$ cat config.mk
export PLATFORM = sky130hd
export DESIGN_NAME = command_line_tokenizer
export DESIGN_NICKNAME = d
export VERILOG_FILES = /design/src/rtl/clt_pkg.sv /design/src/rtl/clt_front.sv /design/src/rtl/clt_queue.sv /design/src/rtl/clt_back.sv /design/src/rtl/command_line_tokenizer.sv
export SDC_FILE = /design/constraint.sdc
export NUM_CORES = 1
export LEC_CHECK = 0
export CAP_MARGIN = 15
export CORE_ASPECT_RATIO = 0.7
export CORE_MARGIN = 1.5
export CORE_UTILIZATION = 41
export CTS_CLUSTER_SIZE = 20
export DETAILED_ROUTE_END_ITERATION = 10
export DONT_BUFFER_PORTS = 1
export HOLD_SLACK_MARGIN = 0.15
export SLEW_MARGIN = 25
export SYNTH_ARGS = -nofsm -noshare
export SYNTH_HDL_FRONTEND = slang
export SYNTH_HIERARCHICAL = 1
export SYNTH_SLANG_ARGS = --single-unit
$ cat constraint.sdc
create_clock -name clk -period 9.7 [get_ports clk]
set_input_delay 1.455 -clock clk [delete_from_list [all_inputs] [get_ports clk]]
set_output_delay 1.455 -clock clk [all_outputs]
set_load 0.1 [all_outputs]
$ cat src/rtl/clt_pkg.sv
`default_nettype none

package clt_pkg;

    localparam int LINE_LIMIT  = 64;
    localparam int MAX_PARAMS  = 4;
    localparam int TOKEN_CHARS = 9;

    // Fixed by the result ports
    localparam int NUM_OUT   = 4;
    localparam int PARAM_W   = 31;
    // Nine decimal digits always fit in 30 bits
    localparam int VAL_W     = 30;
    localparam int POS_W     = $clog2(LINE_LIMIT);
    localparam int CNT_W     = $clog2(MAX_PARAMS + 1);
    localparam int TLEN_W    = 4;
    localparam int QDEPTH    = 2;
    localparam int QPTR_W    = $clog2(QDEPTH);
    localparam int QCNT_W    = $clog2(QDEPTH + 1);

    localparam logic [7:0] CH_LF    = 8'd10;
    localparam logic [7:0] CH_CR    = 8'd13;
    localparam logic [7:0] CH_SPACE = 8'd32;
    localparam logic [7:0] CH_TAB   = 8'd9;
    localparam logic [7:0] CH_VT    = 8'd11;
    localparam logic [7:0] CH_FF    = 8'd12;
    localparam logic [7:0] CH_PLUS  = 8'd43;
    localparam logic [7:0] CH_MINUS = 8'd45;
    localparam logic [7:0] CH_ZERO  = 8'd48;
    localparam logic [7:0] CH_NINE  = 8'd57;

    typedef enum logic [2:0] {
        CLS_LF,
        CLS_CR,
        CLS_SPACE,
        CLS_DIGIT,
        CLS_PLUS,
        CLS_MINUS,
        CLS_BLANK,
        CLS_OTHER
    } char_class_t;

    typedef struct packed {
        char_class_t cls;
        logic [7:0]  ch;
    } q_entry_t;

endpackage

`default_nettype wire

$ cat src/rtl/clt_front.sv
`default_nettype none

module clt_front (
    input  wire logic              rx_valid,
    output logic                   rx_stall,
    input  wire logic [7:0]        rx_byte,
    output logic                   push,
    output clt_pkg::q_entry_t      push_entry,
    input  wire logic              q_full
);
    import clt_pkg::*;

    assign rx_stall = q_full;
    assign push     = rx_valid && !q_full;

    always_comb
    begin
        push_entry.ch = rx_byte;
        if (rx_byte == CH_LF)
            push_entry.cls = CLS_LF;
        else if (rx_byte == CH_CR)
            push_entry.cls = CLS_CR;
        else if (rx_byte == CH_SPACE)
            push_entry.cls = CLS_SPACE;
        else if (rx_byte >= CH_ZERO && rx_byte <= CH_NINE)
            push_entry.cls = CLS_DIGIT;
        else if (rx_byte == CH_PLUS)
            push_entry.cls = CLS_PLUS;
        else if (rx_byte == CH_MINUS)
            push_entry.cls = CLS_MINUS;
        else if (rx_byte == CH_TAB || rx_byte == CH_VT || rx_byte == CH_FF)
            push_entry.cls = CLS_BLANK;
        else
            push_entry.cls = CLS_OTHER;
    end

endmodule

`default_nettype wire

$ cat src/rtl/clt_queue.sv
`default_nettype none

module clt_queue (
    input  wire logic              clk,
    input  wire logic              rst_n,
    input  wire logic              push,
    input  clt_pkg::q_entry_t      push_entry,
    output logic                   full,
    input  wire logic              pop,
    output logic                   q_valid,
    output clt_pkg::q_entry_t      q_head
);
    import clt_pkg::*;

    q_entry_t            mem_reg [QDEPTH];
    logic [QPTR_W-1:0]   wr_ptr_reg, wr_ptr_next;
    logic [QPTR_W-1:0]   rd_ptr_reg, rd_ptr_next;
    logic [QCNT_W-1:0]   cnt_reg, cnt_next;

    assign full    = (cnt_reg == QCNT_W'(QDEPTH));
    assign q_valid = (cnt_reg != '0);
    assign q_head  = mem_reg[rd_ptr_reg];

    always_comb
    begin
        wr_ptr_next = push ? wr_ptr_reg + 1'b1 : wr_ptr_reg;
        rd_ptr_next = pop ? rd_ptr_reg + 1'b1 : rd_ptr_reg;
        cnt_next    = cnt_reg;
        if (push && !pop)
            cnt_next = cnt_reg + 1'b1;
        else if (pop && !push)
            cnt_next = cnt_reg - 1'b1;
    end

    always_ff @(posedge clk or negedge rst_n)
    begin
        if (!rst_n)
        begin
            wr_ptr_reg <= '0;
            rd_ptr_reg <= '0;
            cnt_reg    <= '0;
        end
        else
        begin
            wr_ptr_reg <= wr_ptr_next;
            rd_ptr_reg <= rd_ptr_next;
            cnt_reg    <= cnt_next;
        end
    end

    always_ff @(posedge clk)
    begin
        if (push)
            mem_reg[wr_ptr_reg] <= push_entry;
    end

endmodule

`default_nettype wire

$ cat src/rtl/clt_back.sv
`default_nettype none

module clt_back (
    input  wire logic                      clk,
    input  wire logic                      rst_n,
    input  wire logic                      q_valid,
    input  clt_pkg::q_entry_t              q_head,
    output logic                           pop,
    output logic                           res_valid,
    input  wire logic                      res_stall,
    output logic [15:0]                    command_code,
    output logic [2:0]                     param_count,
    output logic signed [clt_pkg::PARAM_W-1:0] param_a,
    output logic signed [clt_pkg::PARAM_W-1:0] param_b,
    output logic signed [clt_pkg::PARAM_W-1:0] param_c,
    output logic signed [clt_pkg::PARAM_W-1:0] param_d
);
    import clt_pkg::*;

    localparam logic [POS_W-1:0] POS_LAST = POS_W'(LINE_LIMIT - 1);

    // Line and token state
    logic [POS_W-1:0]   pos_reg, pos_next;
    logic               stopped_reg, stopped_next;
    logic [15:0]        code_reg, code_next;
    logic [TLEN_W-1:0]  tlen_reg, tlen_next;
    logic               tneg_reg, tneg_next;
    logic               tdone_reg, tdone_next;
    logic               tstart_reg, tstart_next;
    logic [VAL_W-1:0]   tval_reg, tval_next;
    logic [CNT_W-1:0]   cnt_reg, cnt_next;
    logic signed [PARAM_W-1:0] store_reg [MAX_PARAMS];
    logic signed [PARAM_W-1:0] store_next [MAX_PARAMS];

    // Result register
    logic               rv_reg, rv_next;
    logic [15:0]        oc_reg, oc_next;
    logic [2:0]         on_reg, on_next;
    logic signed [PARAM_W-1:0] op_reg [NUM_OUT];
    logic signed [PARAM_W-1:0] op_next [NUM_OUT];

    // Pending token folded into the store
    logic                      fin_take;
    logic signed [PARAM_W-1:0] fin_val;
    logic signed [PARAM_W-1:0] fin_store [MAX_PARAMS];
    logic [CNT_W-1:0]          fin_cnt;
    logic [3:0]                digit;
    logic [VAL_W-1:0]          tval_x10;
    logic                      slot_free;

    assign slot_free = !rv_reg || !res_stall;
    assign pop       = q_valid && ((q_head.cls != CLS_LF) || slot_free);

    assign digit    = q_head.ch[3:0];
    assign tval_x10 = (tval_reg << 3) + (tval_reg << 1);

    always_comb
    begin
        fin_take = (tlen_reg != '0) && (cnt_reg < CNT_W'(MAX_PARAMS));
        fin_val  = tneg_reg ? -$signed({1'b0, tval_reg}) : $signed({1'b0, tval_reg});
        fin_cnt  = fin_take ? cnt_reg + 1'b1 : cnt_reg;
        for (int i = 0; i < MAX_PARAMS; i++)
        begin
            fin_store[i] = (fin_take && (cnt_reg == CNT_W'(i))) ? fin_val : store_reg[i];
        end
    end

    always_comb
    begin
        pos_next     = pos_reg;
        stopped_next = stopped_reg;
        code_next    = code_reg;
        tlen_next    = tlen_reg;
        tneg_next    = tneg_reg;
        tdone_next   = tdone_reg;
        tstart_next  = tstart_reg;
        tval_next    = tval_reg;
        cnt_next     = cnt_reg;
        store_next   = store_reg;
        rv_next      = rv_reg && res_stall;
        oc_next      = oc_reg;
        on_next      = on_reg;
        op_next      = op_reg;

        if (pop)
        begin
            case (q_head.cls)
                CLS_LF:
                begin
                    rv_next = 1'b1;
                    oc_next = code_reg;
                    on_next = (int'(fin_cnt) > 7) ? 3'd7 : 3'(fin_cnt);
                    for (int i = 0; i < NUM_OUT; i++)
                    begin
                        op_next[i] = (i < MAX_PARAMS) ? fin_store[i % MAX_PARAMS] : '0;
                    end
                    // clear line
                    pos_next     = '0;
                    stopped_next = 1'b0;
                    code_next    = '0;
                    cnt_next     = '0;
                    for (int i = 0; i < MAX_PARAMS; i++)
                    begin
                        store_next[i] = '0;
                    end
                    tlen_next   = '0;
                    tneg_next   = 1'b0;
                    tdone_next  = 1'b0;
                    tstart_next = 1'b0;
                    tval_next   = '0;
                end
                default:
                begin
                    if (!stopped_reg && (pos_reg != POS_LAST))
                    begin
                        if (q_head.cls == CLS_CR)
                        begin
                            stopped_next = 1'b1;
                        end
                        else
                        begin
                            pos_next = pos_reg + 1'b1;
                            if (pos_reg < POS_W'(2))
                            begin
                                code_next = {code_reg[7:0], q_head.ch};
                            end
                            else if (q_head.cls == CLS_SPACE)
                            begin
                                if (tlen_reg != '0)
                                begin
                                    cnt_next    = fin_cnt;
                                    store_next  = fin_store;
                                    tlen_next   = '0;
                                    tneg_next   = 1'b0;
                                    tdone_next  = 1'b0;
                                    tstart_next = 1'b0;
                                    tval_next   = '0;
                                end
                            end
                            else if (tlen_reg < TLEN_W'(TOKEN_CHARS))
                            begin
                                tlen_next = tlen_reg + 1'b1;
                                if (!tdone_reg)
                                begin
                                    if (!tstart_reg)
                                    begin
                                        if (q_head.cls != CLS_BLANK)
                                        begin
                                            tstart_next = 1'b1;
                                            case (q_head.cls)
                                                CLS_PLUS:  tneg_next  = 1'b0;
                                                CLS_MINUS: tneg_next  = 1'b1;
                                                CLS_DIGIT: tval_next  = VAL_W'(digit);
                                                default:   tdone_next = 1'b1;
                                            endcase
                                        end
                                    end
                                    else if (q_head.cls == CLS_DIGIT)
                                    begin
                                        tval_next = tval_x10 + VAL_W'(digit);
                                    end
                                    else
                                    begin
                                        tdone_next = 1'b1;
                                    end
                                end
                            end
                        end
                    end
                end
            endcase
        end
    end

    always_ff @(posedge clk or negedge rst_n)
    begin
        if (!rst_n)
        begin
            pos_reg     <= '0;
            stopped_reg <= 1'b0;
            code_reg    <= '0;
            tlen_reg    <= '0;
            tneg_reg    <= 1'b0;
            tdone_reg   <= 1'b0;
            tstart_reg  <= 1'b0;
            tval_reg    <= '0;
            cnt_reg     <= '0;
            for (int i = 0; i < MAX_PARAMS; i++)
            begin
                store_reg[i] <= '0;
            end
            rv_reg      <= 1'b0;
        end
        else
        begin
            pos_reg     <= pos_next;
            stopped_reg <= stopped_next;
            code_reg    <= code_next;
            tlen_reg    <= tlen_next;
            tneg_reg    <= tneg_next;
            tdone_reg   <= tdone_next;
            tstart_reg  <= tstart_next;
            tval_reg    <= tval_next;
            cnt_reg     <= cnt_next;
            store_reg   <= store_next;
            rv_reg      <= rv_next;
        end
    end

    always_ff @(posedge clk)
    begin
        oc_reg <= oc_next;
        on_reg <= on_next;
        op_reg <= op_next;
    end

    assign res_valid    = rv_reg;
    assign command_code = oc_reg;
    assign param_count  = on_reg;
    assign param_a      = op_reg[0];
    assign param_b      = op_reg[1];
    assign param_c      = op_reg[2];
    assign param_d      = op_reg[3];

endmodule

`default_nettype wire

$ cat src/rtl/command_line_tokenizer.sv
// A line feed byte is written into the queue, then popped and loaded into the
//   result register, which drives res_valid and the result ports.
// Throughput: one byte per cycle unless stalled; set by the parser, taking one
//   queued byte a cycle (multiply-by-ten and add on the token value).
// A line feed waits in the queue only while a previous result is still held.
// Reset (rst_n low, asynchronous) empties the queue, clears all line state.
`default_nettype none

module command_line_tokenizer (
    input  wire logic                           clk,
    input  wire logic                           rst_n,
    // byte channel
    input  wire logic                           rx_valid,
    output logic                                rx_stall,
    input  wire logic [7:0]                     rx_byte,
    // result channel, one beat per line feed
    output logic                                res_valid,
    input  wire logic                           res_stall,
    output logic [15:0]                         command_code,
    output logic [2:0]                          param_count,
    output logic signed [clt_pkg::PARAM_W-1:0]  param_a,
    output logic signed [clt_pkg::PARAM_W-1:0]  param_b,
    output logic signed [clt_pkg::PARAM_W-1:0]  param_c,
    output logic signed [clt_pkg::PARAM_W-1:0]  param_d
);
    import clt_pkg::*;

    // front -> queue
    logic     push;
    q_entry_t push_entry;
    logic     q_full;

    // queue -> back
    logic     q_valid;
    q_entry_t q_head;
    logic     pop;

    // Front: classifies each byte (LF, CR, space, digit, sign, blank, other)
    clt_front u_front (
        .rx_valid   (rx_valid),
        .rx_stall   (rx_stall),
        .rx_byte    (rx_byte),
        .push       (push),
        .push_entry (push_entry),
        .q_full     (q_full)
    );

    // Two-entry queue decouples byte intake from the parser
    clt_queue u_queue (
        .clk        (clk),
        .rst_n      (rst_n),
        .push       (push),
        .push_entry (push_entry),
        .full       (q_full),
        .pop        (pop),
        .q_valid    (q_valid),
        .q_head     (q_head)
    );

    // Back: line/token state, atoi conversion, result register
    clt_back u_back (
        .clk          (clk),
        .rst_n        (rst_n),
        .q_valid      (q_valid),
        .q_head       (q_head),
        .pop          (pop),
        .res_valid    (res_valid),
        .res_stall    (res_stall),
        .command_code (command_code),
        .param_count  (param_count),
        .param_a      (param_a),
        .param_b      (param_b),
        .param_c      (param_c),
        .param_d      (param_d)
    );

endmodule

`default_nettype wire
Word level (Yosys, flattened, before mapping)
Memory sizes are Yosys's and may differ from the RTL's. Index checks and enable logic that the tools add are counted.

RAM bits: 22. Memories: 1. Logic and storage cells: 203. Bits in registers: 335.

Memories: u_queue.mem_reg (depth 2, width 11, rd ports 1, clocked after Yosys merged registers in 0, wr ports 1, RTL line clt_queue.sv:15) `q_entry_t mem_reg [QDEPTH];`.

Equal/unequal tests: 26. Reduce and logical (&&, ||, !) cells: 47. Muxes and demuxes: 91. Add/sub/neg operators: 10. Magnitude comparators: 5.

Operators by type and width (count): 2-to-1 mux 124 bit (6); 2-to-1 mux 30 bit (12); 2-to-1 mux 31 bit (5); 2-to-1 mux 16 bit (4); equality test 8 x 4 -> 1 bit (second input constant) (5); 2-to-1 mux 3 bit (13); 2-to-1 mux 1 bit (38); negator 30 -> 31 bit (1); adder 30 bit (1); adder 30 x 4 -> 30 bit (1); 2-to-1 mux 4 bit (7); equality test 8 x 6 -> 1 bit (second input constant) (3); AND reduction 10 bit (2); 2-to-1 mux 6 bit (3); nonzero test 2 bit (7); equality test 3 x 2 -> 1 bit (second input constant) (4); logical AND 1 bit (12); AND reduction 6 bit (2); nonzero test 4 bit (3); inequality test 3 bit (second input constant) (3); nonzero test 3 bit (3); >= comparator 8 x 6 -> 1 bit (second input constant) (1); <= comparator 8 x 6 -> 1 bit (second input constant) (1); AND reduction 7 bit (1); 26 further kinds (41).

Depth between registers and ports, before layout
Gate-level depths: netlist of the first run. An unclocked memory read counts as a cell.

Word-level depth: 13. Gate-level depth with buffers: 12. Mapped depth without buffers: 11.

Hierarchy
The synthesis of the first run kept the hierarchy.

Modules (own cells, without submodules): clt_back (instances 1, sequential area each 8998.6 um2, area each 15661.3 um2, cells each 1382); clt_queue (instances 1, sequential area each 760.7 um2, area each 1019.7 um2, cells each 50); clt_front (instances 1, sequential area each 0.0 um2, area each 215.2 um2, cells each 32).

Worst setup path before layout of the first run
OpenSTA, ideal clock, no wires.

Path type: input-to-reg. Start point: input res_stall. End point: register u_back.oc_reg[0] (netlist: u_back/command_code[0]), enable pin. Arrival time: 8292 ps. Stages: 7. Slack: 755 ps. Path buffers: 2. Cells stage by stage: a21oi_1 > o31ai_1 > nor2_1 > nand2_1 > clkbuf_1 > buf_2 > nor2_1.

Word-level cells in the longest chain between the ends: 5.

Ends and longest elaborated chain: from (decl) (RTL line command_line_tokenizer.sv:18) `input wire logic res_stall,`; logical NOT 1 bit (RTL line clt_back.sv:51) `assign slot_free = !rv_reg || !res_stall;`; logical OR 1 bit (RTL line clt_back.sv:51); logical OR 1 bit (RTL line clt_back.sv:52) `assign pop = q_valid && ((q_head.cls != CLS_LF) || slot_free);`; logical AND 1 bit (RTL line clt_back.sv:52); AND reduction 2 bit (no source line); to (signal assigned) (RTL line clt_back.sv:212) `oc_reg <= oc_next;`; to (decl) (RTL line clt_back.sv:37) `logic [15:0] oc_reg, oc_next;`.

No other way between the ends. A chain may end at the register's enable or synchronous reset.

==> results.md, run 1 <==
* Yosys warning total at 6
* CP Capture Type: register
* RD Place Congestion at 0.8842
* Setup_tns at 0 ns
* RSZ-0062 raised after global routing: no
* Violation count after the first detailed-routing iteration at 1020
* EDFF count, synth at 165
* Die area at 0.04246 mm2
* Hold_buf cts at 0
* Worst hold margin at 0.4522 ns
* Yosys cell types at 83
* Worst hold path type: register to register
* Async set-or-reset flop fraction in the synthesized netlist at 53.78%
* Cell row count at 61
* Crit share post-route at 42.08%
* Setup Crit Path Kind: register to register
* Final Slew Violations at 0
* Most frequent cell after synthesis: nand2_1
* Max Clock Skew at 0.01599 ns
* Total GRT Usage at 19.32%
* Clock latency on the worst-skew pair at 0.53 ns
* Die width at 245.6 um
* CP Data Arrival Time at 4.50 ns
* Syn nets at 1542
* Final net count at 1499
* Synth area leaders: edfxtp_1 (29%), dfrtp_1 (28%), o21ai_0 (5.0%)
* P&R area growth vs syn at 9.990%
* Ys flop type: dfrtp_1
* N_diodes at 0
* First-pass GRT wire length at 65070 um
* Resize count post-CTS at 0
* Final hold vios at 0
* Synth Cell Area at 0.01690 mm2
* Port Buffers at 0
* Max reg flops at 124
* Yosys reg bits at 357
* Post-placement cell count at 1917
* Peak VDD IR at 0.1322 mV
* Max-slew headroom at 31.64%
* Avg WL per Cell at 20.91 um
* Max Fanout on Critical Path at 12
* Cells after Synth at 1464
* DRT Pass-1 Iters at 5
* Post-DRT Antenna Nets at 0
* Fraction of layout instances using a drive strength above 1 at 9.931%
* H-Tree Depth at 2
* Vias at 11490
* Worst-case clock buffer depth at 3
* PD cells at 257.5 mW/mm2
* Num CTS Buffers at 37
* TritonCTS clock tree: done
* Worst-margin pin slew at 1.028 ns
* Initial antenna violation count at 0
* Detailed Route WL at 41520 um
* Synth top cells by count: nand2_1 (203), dfrtp_1 (192), o21ai_0 (170)
* Max-cap violations at 0
* CTS root buf: clkbuf_16
* Top Ports at 157
* DRC at 0
* Worst EP required at 10.12 ns
* Vias in the first global route at 10830
* Synth top area share at 29.32%
* Post-CTS Setup Bufs at 0
* Vias per inst at 5.789
* DP HPWL at 27630 um
* Post-synthesis sequential area ratio at 57.76%
* Core Area at 0.04015 mm2
* Status: complete, no violations
* Crit start category: register
* Min cycle time layout at 4.082 ns
* Syn_area_per_cell at 11.54 um2
* Largest net degree at the start of global routing at 193
* Final setup violating endpoints at 0
* Initial Util at 42.09%
* Fin cells at 1985
* Grt ovf at 0
* Clock Sinks at 357
* F_max at 245.0 MHz
* Die Y at 172.8 um
* Clock transition at path regs at 0.06 ns
* Final Power at 4785 uW
* P_leak at 0.007343 uW
* Largest area contributor in the netlist: edfxtp_1
per-stage QoR:
step                worst slack [ns]  utilization, %  cell area, um2
floorplan                     0.7551               -           16900
global placement               5.599           43.13           17320
detailed placement             5.640           43.14           17320
CTS                            5.638           46.21           18550
global route                   5.386           46.29           18580
finish                         5.618           46.29           18580
layer usage:
metal,GRT usage [%],wire length (um),vias up
li1,-,-,5342
met1,30.51,20820,5731
met2,27.41,17570,366
met3,3.042,2269,52
met4,4.780,859,0
met5,0,0,-
placed cells by master, fill, tap and decap left out, drive strengths merged, types with 9 or more instances in the layout:
| cell type | n |
|---|---|
| a22o | 19 |
| nor3 | 13 |
| nor2 | 71 |
| edfxtp | 165 |
| clkbuf | 55 |
| o21a | 11 |
| a31o | 17 |
| dfrtp | 192 |
| or3 | 11 |
| buf | 13 |
| inv | 29 |
| nor2b | 9 |
| a21oi | 27 |
| nand4 | 11 |
| xnor2 | 12 |
| o31ai | 19 |
| xor2 | 42 |
| ha | 64 |
| nand2 | 203 |
| mux2 | 15 |
| and2 | 20 |
| o2bb2ai | 85 |
| a21o | 9 |
| and3 | 9 |
| o41ai | 13 |
| o21ai | 178 |
| nand3 | 26 |
critical path, stage by stage (launching register included):
cell      delay [ns]
dfrtp_1         0.73
mux2_4          0.28
inv_1           0.05
fa_1            0.53
inv_1           0.07
fa_1            0.45
a21o_1          0.21
a221oi_1        0.61
nor4b_1         0.13
o31a_1          0.32
or3_1           0.31
a32o_1          0.26
final timing paths:
kind                                           endpoint  slack [ns]           startpoint  cells after the start
worst max-delay path                u_back/tval_reg[14]        5.62   u_queue/rd_ptr_reg                     11
worst min-delay path            u_back/command_code[15]        0.45  u_back/code_reg[15]                      0
worst max register to register      u_back/tval_reg[14]        5.62   u_queue/rd_ptr_reg                     11
worst min register to register  u_back/command_code[15]        0.45  u_back/code_reg[15]                      0
max in group asynchronous          u_back/store_reg[66]        8.67                rst_n                      0
min in group asynchronous            u_queue/cnt_reg[1]        0.63                rst_n                      0
power breakdown:
group	total, uW	switching [uW]	internal, uW
clock network	1440	599	842
logic	1350	916	433
registers	2000	164	1830
total	4790	1680	3110
cell type report:
cell class,count,area (um2)
fillers,3639,21560
flip-flops and latches,357,9759
multi-input cells,986,6715
clock buffers,55,1095
well taps,535,669.4
clock inverters,13,137.6
repair buffers,13,110.1
inverters,26,97.59
logic make-up after synthesis:
| family | count (synthesis) | share of synthesized area (%) |
|---|---|---|
| simple gates | 407 | 11.37 |
| mux | 23 | 1.674 |
| fa+ha+maj | 66 | 4.976 |
| xor+xnor | 54 | 3.132 |
| compound gates | 436 | 18.11 |
| flops | 357 | 57.76 |
| buf+inv | 121 | 2.984 |
No activity file was read; power rests on OpenSTA's default activity.
==> inputs of run 2 (changes only) <==
clock period = 3.85 ns   (was 9.7 ns; I/O delays follow)
==> run 2 against run 1 <==
Against the previous run: the flow now finishes with violations (hold timing); critical path depth grew 1; sequential share of layout area down 0.93 points; via count increased by 1.0%; combinational power grew to 2.6 times the previous value; critical path type unchanged; largest power group unchanged; highest routed layer unchanged.
==> results.md, run 2 (synthesis gave the netlist of run 1 again) <==
* Status: finished, violations left (was complete, no violations)
* Failing checks: hold timing
* CTS root buf: clkbuf_16 (unchanged)
* Max Clock Skew at 0.02166 ns (was 0.01599 ns)
* Avg WL per Cell at 20.78 um (was 20.91 um)
* Reg2reg setup slack at 0.38 ns (was 5.62 ns)
* CP Data Arrival Time at 3.88 ns (was 4.50 ns)
* Worst hold path type: input pin to asynchronous set/reset pin (was register to register)
* RD Place Congestion at 0.8872 (was 0.8842)
* P_leak at 0.007538 uW (was 0.007343 uW)
* Clock Sinks at 357 (unchanged)
* Fraction of layout instances using a drive strength above 1 at 11.86% (was 9.931%)
* Die width at 245.6 um (unchanged)
* Vias in the first global route at 11070 (was 10830)
* Crit start category: register (unchanged)
* Clock transition at path regs at 0.06 ns (about the same)
* Setup Crit Path Kind: register to register (unchanged)
* Most frequent cells in the layout: nand2_1 (202), dfrtp_1 (191), o21ai_0 (166) (was nand2_1 (202), dfrtp_1 (192), o21ai_0 (166))
* Initial antenna violation count at 0 (unchanged)
* Num CTS Buffers at 38 (was 37)
* Post-DRT Antenna Nets at 0 (unchanged)
* Crit share post-route at 90.03% (was 42.08%)
* RSZ-0062 raised after global routing: no (unchanged)
* Setup_tns at 0 ns (unchanged)
* Final setup violating endpoints at 0 (unchanged)
* Post-CTS Setup Bufs at 0 (unchanged)
* Worst Setup SP: u_queue/rd_ptr_reg (unchanged)
* Worst-margin pin slew at 0.9816 ns (was 1.028 ns)
* Crit path to: u_back/tval_reg[14] (unchanged)
* DRC at 0 (unchanged)
* Final hold vios at 192 (was 0)
* Max reg flops at 124 (unchanged)
* Reg2reg start: u_queue/rd_ptr_reg (unchanged)
* Cell row count at 61 (unchanged)
* Die Y at 172.8 um (unchanged)
* Min cycle time layout at 3.466 ns (was 4.082 ns)
* Final net count at 1540 (was 1499)
* F_max at 288.5 MHz (was 245.0 MHz)
* Max-cap violations at 0 (unchanged)
* Commonest non-fill, non-tap cell in the layout: nand2_1 (unchanged)
* Vias at 11610 (was 11490)
* DP HPWL at 28320 um (was 27630 um)
* Initial Util at 42.09% (unchanged)
* Die area at 0.04246 mm2 (unchanged)
* CP Capture Type: register (unchanged)
* Max-slew headroom at 34.69% (was 31.64%)
* Top Ports at 157 (unchanged)
* Max Fanout on Critical Path at 8 (was 12)
* Post-placement cell count at 1949 (was 1917)
* Core Area at 0.04015 mm2 (unchanged)
* R2R Path End: u_back/tval_reg[14] (unchanged)
* First-pass GRT wire length at 66760 um (was 65070 um)
* Resize count post-CTS at 0 (unchanged)
* Port Buffers at 0 (unchanged)
* Hold_buf cts at 8 (was 0)
* Largest net degree at the start of global routing at 193 (unchanged)
* Detailed Route WL at 42120 um (was 41520 um)
* Worst hold margin at -0.2464 ns (was 0.4522 ns)
* Grt ovf at 0 (unchanged)
* TritonCTS clock tree: done (unchanged)
* Peak VDD IR at 0.3426 mV (was 0.1322 mV)
* N_diodes at 0 (unchanged)
* Worst-case reg-to-reg path depth at 12 (was 11)
* Fin cells at 2027 (was 1985)
* Clock latency on the worst-skew pair at 0.54 ns (was 0.53 ns)
* PD cells at 652.0 mW/mm2 (was 257.5 mW/mm2)
* P&R area growth vs syn at 11.99% (was 9.990%)
* DRT Pass-1 Iters at 7 (was 5)
* H-Tree Depth at 2 (unchanged)
* Vias per inst at 5.727 (was 5.789)
* Final Slew Violations at 0 (unchanged)
* Total GRT Usage at 19.91% (was 19.32%)
* Worst EP required at 4.26 ns (was 10.12 ns)
* Violation count after the first detailed-routing iteration at 1078 (was 1020)
* Worst-case clock buffer depth at 3 (unchanged)
[run 2: cell count changes in the layout (fill, tap and decap cells not counted), moves of 2 or more]
cell,previous run,this run
nand3_2,2,4
clkbuf_1,9,7
clkinv_1,4,6
dlygate4sd3_1,0,8
bufinv_16,2,4
clkbuf_8,8,4
clkinv_2,2,6
nand3_4,3,1
buf_4,12,44
[run 2: area by class of cell]
type                    count  area (um2)
clock buffers              50        1057
clock inverters            20       217.7
fillers                  3572       21220
inverters                  26       97.59
multi-input cells         986        6689
flip-flops and latches    357        9761
well taps                 535       669.4
repair buffers             53       430.4
[run 2: where the power goes]
part           total, uW  internal (uW)  switching (uW)
combinational       3550           1200            2340
sequential          5040           4610             430
clock               3750           2220            1530
[run 2: worst min-delay path by stage]
stage / startpoint / to / slack [ns] / cells past startpoint
after global placement: rst_n / u_queue/wr_ptr_reg / 0.29 / 0
after floorplan: rst_n / u_back/cnt_reg[0] / 0.28 / 0
after global routing: rst_n / u_queue/wr_ptr_reg / -0.28 / 0
final: rst_n / u_queue/wr_ptr_reg / -0.25 / 0
after CTS: rst_n / u_back/store_reg[30] / -0.28 / 0
after detailed placement: rst_n / u_queue/wr_ptr_reg / 0.29 / 0
[run 2: through the flow]
stage	hold slack [ns]	setup WS (ns)	power, uW	area, um2	util, %
after floorplan	0.2819	-0.5165	7507	16950	-
after global placement	0.2935	0.4581	8544	17560	43.74
after detailed placement	0.2917	0.3982	8635	17560	43.74
after CTS	-0.2780	0.3796	12410	18910	47.11
after global routing	-0.2803	0.1505	13040	18920	47.13
final	-0.2464	0.3840	12340	18920	47.13
[run 2: worst max-delay path: stages, from the launching register on]
cell	delay, ns
dfrtp_1	0.44
buf_4	0.24
mux2_4	0.33
ha_1	0.21
ha_1	0.21
fa_1	0.41
a21o_1	0.21
a221oi_1	0.23
buf_4	0.18
nor4b_1	0.05
o31a_1	0.29
or3_1	0.30
a32o_1	0.25
[run 2: metal layers]
layer / global-route usage, % / share of wire [%] / wire length (um) / up-vias
li1: - / - / - / 5428
met1: 30.41 / 49 / 20640 / 5783
met2: 28.64 / 43 / 18090 / 351
met3: 4.097 / 6.2 / 2606 / 47
met4: 5.087 / 1.9 / 787 / 0
met5: 0 / 0 / 0 / -
==> inputs of run 3 (changes only) <==
--- a/config.mk
+++ b/config.mk
@@ -7,4 +7,6 @@
 export LEC_CHECK = 0
 export CAP_MARGIN = 15
+export CELL_PAD_IN_SITES_DETAIL_PLACEMENT = 1
+export CELL_PAD_IN_SITES_GLOBAL_PLACEMENT = 1
 export CORE_ASPECT_RATIO = 0.7
 export CORE_MARGIN = 1.5
@@ -14,4 +16,5 @@
 export DONT_BUFFER_PORTS = 1
 export HOLD_SLACK_MARGIN = 0.15
+export PLACE_DENSITY_LB_ADDON = 0.1
 export SLEW_MARGIN = 25
 export SYNTH_ARGS = -nofsm -noshare
==> constraint.sdc (replaced) <==
create_clock -name clk -period 3.85 [get_ports clk]
set_input_delay 0.5775 -clock clk [delete_from_list [all_inputs] [get_ports clk]]
set_output_delay 0.5775 -clock clk [all_outputs]
set_load 0.05 [all_outputs]
==> run 3 against run 2 <==
Against the previous run: the run still ends with hold timing left; critical path depth stayed put; flip-flop and latch count stayed put; clock power shrank 3%; clock-buffer cell count rose by 2; wire length grew 11%; non-clock buffer count is 4 higher; maximum frequency fell by 2.4%.
==> results.md, run 3 (synthesis gave the netlist of run 1 again) <==
* Top Ports at 157 (unchanged)
* Hold_buf cts at 8 (unchanged)
* Initial Util at 42.09% (unchanged)
* Area occupied by multi-input gates at 0.006684 mm2 (was 0.006689 mm2)
* FILL cells at 4241 (was 3572)
* Delay-heaviest family, CP: compound AO/OA/AOI/OAI gates (unchanged)
* Num CTS Buffers at 38 (unchanged)
* Status: finished, violations left (unchanged)
* Reg2reg setup slack at 0.30 ns (was 0.38 ns)
* Crit path largest cell delay at 0.45 ns (was 0.44 ns)
* CP Data Arrival Time at 3.98 ns (was 3.88 ns)
* Die area at 0.04246 mm2 (unchanged)
* Worst-margin pin slew at 0.8990 ns (was 0.9816 ns)
* Bufs and invs on worst path at 2 (unchanged)
* Violation count after the first detailed-routing iteration at 801 (was 1078)
* Port Buffers at 0 (unchanged)
* Vias per inst at 5.821 (was 5.727)
* DRT Pass-1 Iters at 7 (unchanged)
* Final setup violating endpoints at 0 (unchanged)
* Commonest non-fill, non-tap cell in the layout: nand2_1 (unchanged)
* Vias at 11820 (was 11610)
* Worst-case clock buffer depth at 3 (unchanged)
* Worst hold path type: input pin to asynchronous set/reset pin (unchanged)
* Max-slew headroom at 38.52% (was 34.69%)
* Most frequent cells in the layout: nand2_1 (202), dfrtp_1 (192), o21ai_0 (166) (was nand2_1 (202), dfrtp_1 (191), o21ai_0 (166))
* Crit share post-route at 92.25% (was 90.03%)
* P&R area growth vs syn at 12.01% (was 11.99%)
* Cell row count at 61 (unchanged)
* Clock transition at path regs at 0.07 ns (was 0.06 ns)
* Grt ovf at 0 (unchanged)
* Crit start category: register (unchanged)
* Critical path, cell by cell: buf_4 > mux2_4 > ha_1 > ha_1 > fa_1 > a21o_1 > a221oi_1 > buf_4 > nor4b_1 > o31a_1 > or3_1 > a32o_1 (unchanged)
* Die Y at 172.8 um (unchanged)
* Core Area at 0.04015 mm2 (unchanged)
* M2 GR Usage at 32.29% (was 28.64%)
* Detailed Route WL at 46910 um (was 42120 um)
* P_leak at 0.007532 uW (was 0.007538 uW)
* Area occupied by registers at 0.009759 mm2 (was 0.009761 mm2)
* Max-cap violations at 0 (unchanged)
* RSZ-0062 raised after global routing: no (unchanged)
* Max Fanout on Critical Path at 8 (unchanged)
* N_diodes at 0 (unchanged)
* Max Clock Skew at 0.02136 ns (was 0.02166 ns)
* Post-DRT Antenna Nets at 0 (unchanged)
* Vias in the first global route at 12150 (was 11070)
* Fraction of layout instances using a drive strength above 1 at 12.10% (was 11.86%)
* Peak VDD IR at 0.3670 mV (was 0.3426 mV)
* Most Crowded Layer GR: met1 (unchanged)
* DP HPWL at 32110 um (was 28320 um)
* Critical-path top delay cell: dfrtp_1 (unchanged)
* CTS root buf: clkbuf_16 (unchanged)
* H-Tree Depth at 2 (unchanged)
* DRC at 0 (unchanged)
* Largest net degree at the start of global routing at 193 (unchanged)
* Worst hold margin at -0.2673 ns (was -0.2464 ns)
* Die width at 245.6 um (unchanged)
* Final Slew Violations at 0 (unchanged)
* Clock latency on the worst-skew pair at 0.56 ns (was 0.54 ns)
* Post-placement cell count at 1953 (was 1949)
* Total GRT Usage at 22.26% (was 19.91%)
* RD Place Congestion at 0.8510 (was 0.8872)
* Min cycle time layout at 3.552 ns (was 3.466 ns)
* TritonCTS clock tree: done (unchanged)
* Worst EP required at 4.28 ns (was 4.26 ns)
* Fin cells at 2031 (was 2027)
* PD cells at 652.5 mW/mm2 (was 652.0 mW/mm2)
* Setup Crit Path Kind: register to register (unchanged)
* Max reg flops at 124 (unchanged)
* Final net count at 1544 (was 1540)
* Initial antenna violation count at 0 (unchanged)
* Grt met1 use at 34.82% (was 30.41%)
* CP Capture Type: register (unchanged)
* F_max at 281.6 MHz (was 288.5 MHz)
* Final hold vios at 192 (unchanged)
* Clock Sinks at 357 (unchanged)
* Avg WL per Cell at 23.10 um (was 20.78 um)
* Met3 global-route usage at 3.508% (was 4.097%)
* Setup WS post-layout at 0.2985 ns (was 0.3840 ns)
* First-pass GRT wire length at 73730 um (was 66760 um)
* Failing checks: hold timing (unchanged)
* Setup WS pre-CTS at 0.2968 ns (was 0.3982 ns)
[run 3: cell count changes in the layout (fill, tap and decap cells not counted), moves of 2 or more]
| cell | previous run | this run |
|---|---|---|
| clkinvlp_4 | 1 | 3 |
| clkbuf_1 | 7 | 10 |
| clkinv_8 | 0 | 2 |
| clkinv_1 | 6 | 3 |
| bufinv_16 | 4 | 2 |
| buf_4 | 44 | 47 |
[run 3: power breakdown]
part	switching, uW	internal [uW]
clock	1580	2070
sequential	389	4610
combinational	2470	1230
[run 3: layer usage]
metal	vias up	routed length (um)
met4	0	759
met2	234	19980
li1	5415	-
met1	6120	24230
met5	-	0
met3	53	1943
[run 3: worst paths after layout]
path	cells after the start	from	endpoint
setup reg to reg	12	u_queue/rd_ptr_reg	u_back/tval_reg[14]
min in group clk	2	res_stall	u_back/res_valid
hold / removal	0	rst_n	u_back/code_reg[6]
hold reg to reg	0	u_back/code_reg[10]	u_back/command_code[10]
setup / recovery	12	u_queue/rd_ptr_reg	u_back/tval_reg[14]
max in group asynchronous	0	rst_n	u_back/store_reg[118]
[run 3: repair_timing]
action	CTS	global route
buffers inserted	0	0
endpoints found under the hold margin	208	192
gates resized for setup	0	0
[run 3: cell type report]
type | instances | area share (%)
Sequential cell | 357 | 51.57
Multi-Input combinational cell | 986 | 35.32
Clock buffer | 52 | 5.514
Tap cell | 535 | 3.537
Timing Repair Buffer | 57 | 2.499
Clock inverter | 18 | 1.051
Inverter | 26 | 0.5157
[run 3: per-stage QoR]
stage               hold WS [ns]  setup TNS [ns]  util (%)  area [um2]  power (uW)
floorplan                 0.2819          -75.42         -       16950        7474
global placement          0.2860               0     43.84       17600        8626
detailed placement        0.2861               0     43.84       17600        8759
CTS                      -0.2933               0     47.14       18920       12470
global route             -0.2934               0     47.14       18930       13070
finish                   -0.2673               0     47.14       18930       12350
[run 3: worst register-to-register path, cell delays in order (launching register included)]
cell and delay (ns):
dfrtp_1 0.45, buf_4 0.25, mux2_4 0.33, ha_1 0.21
ha_1 0.22, fa_1 0.41, a21o_1 0.21, a221oi_1 0.26
buf_4 0.19, nor4b_1 0.06, o31a_1 0.29, or3_1 0.31
a32o_1 0.25
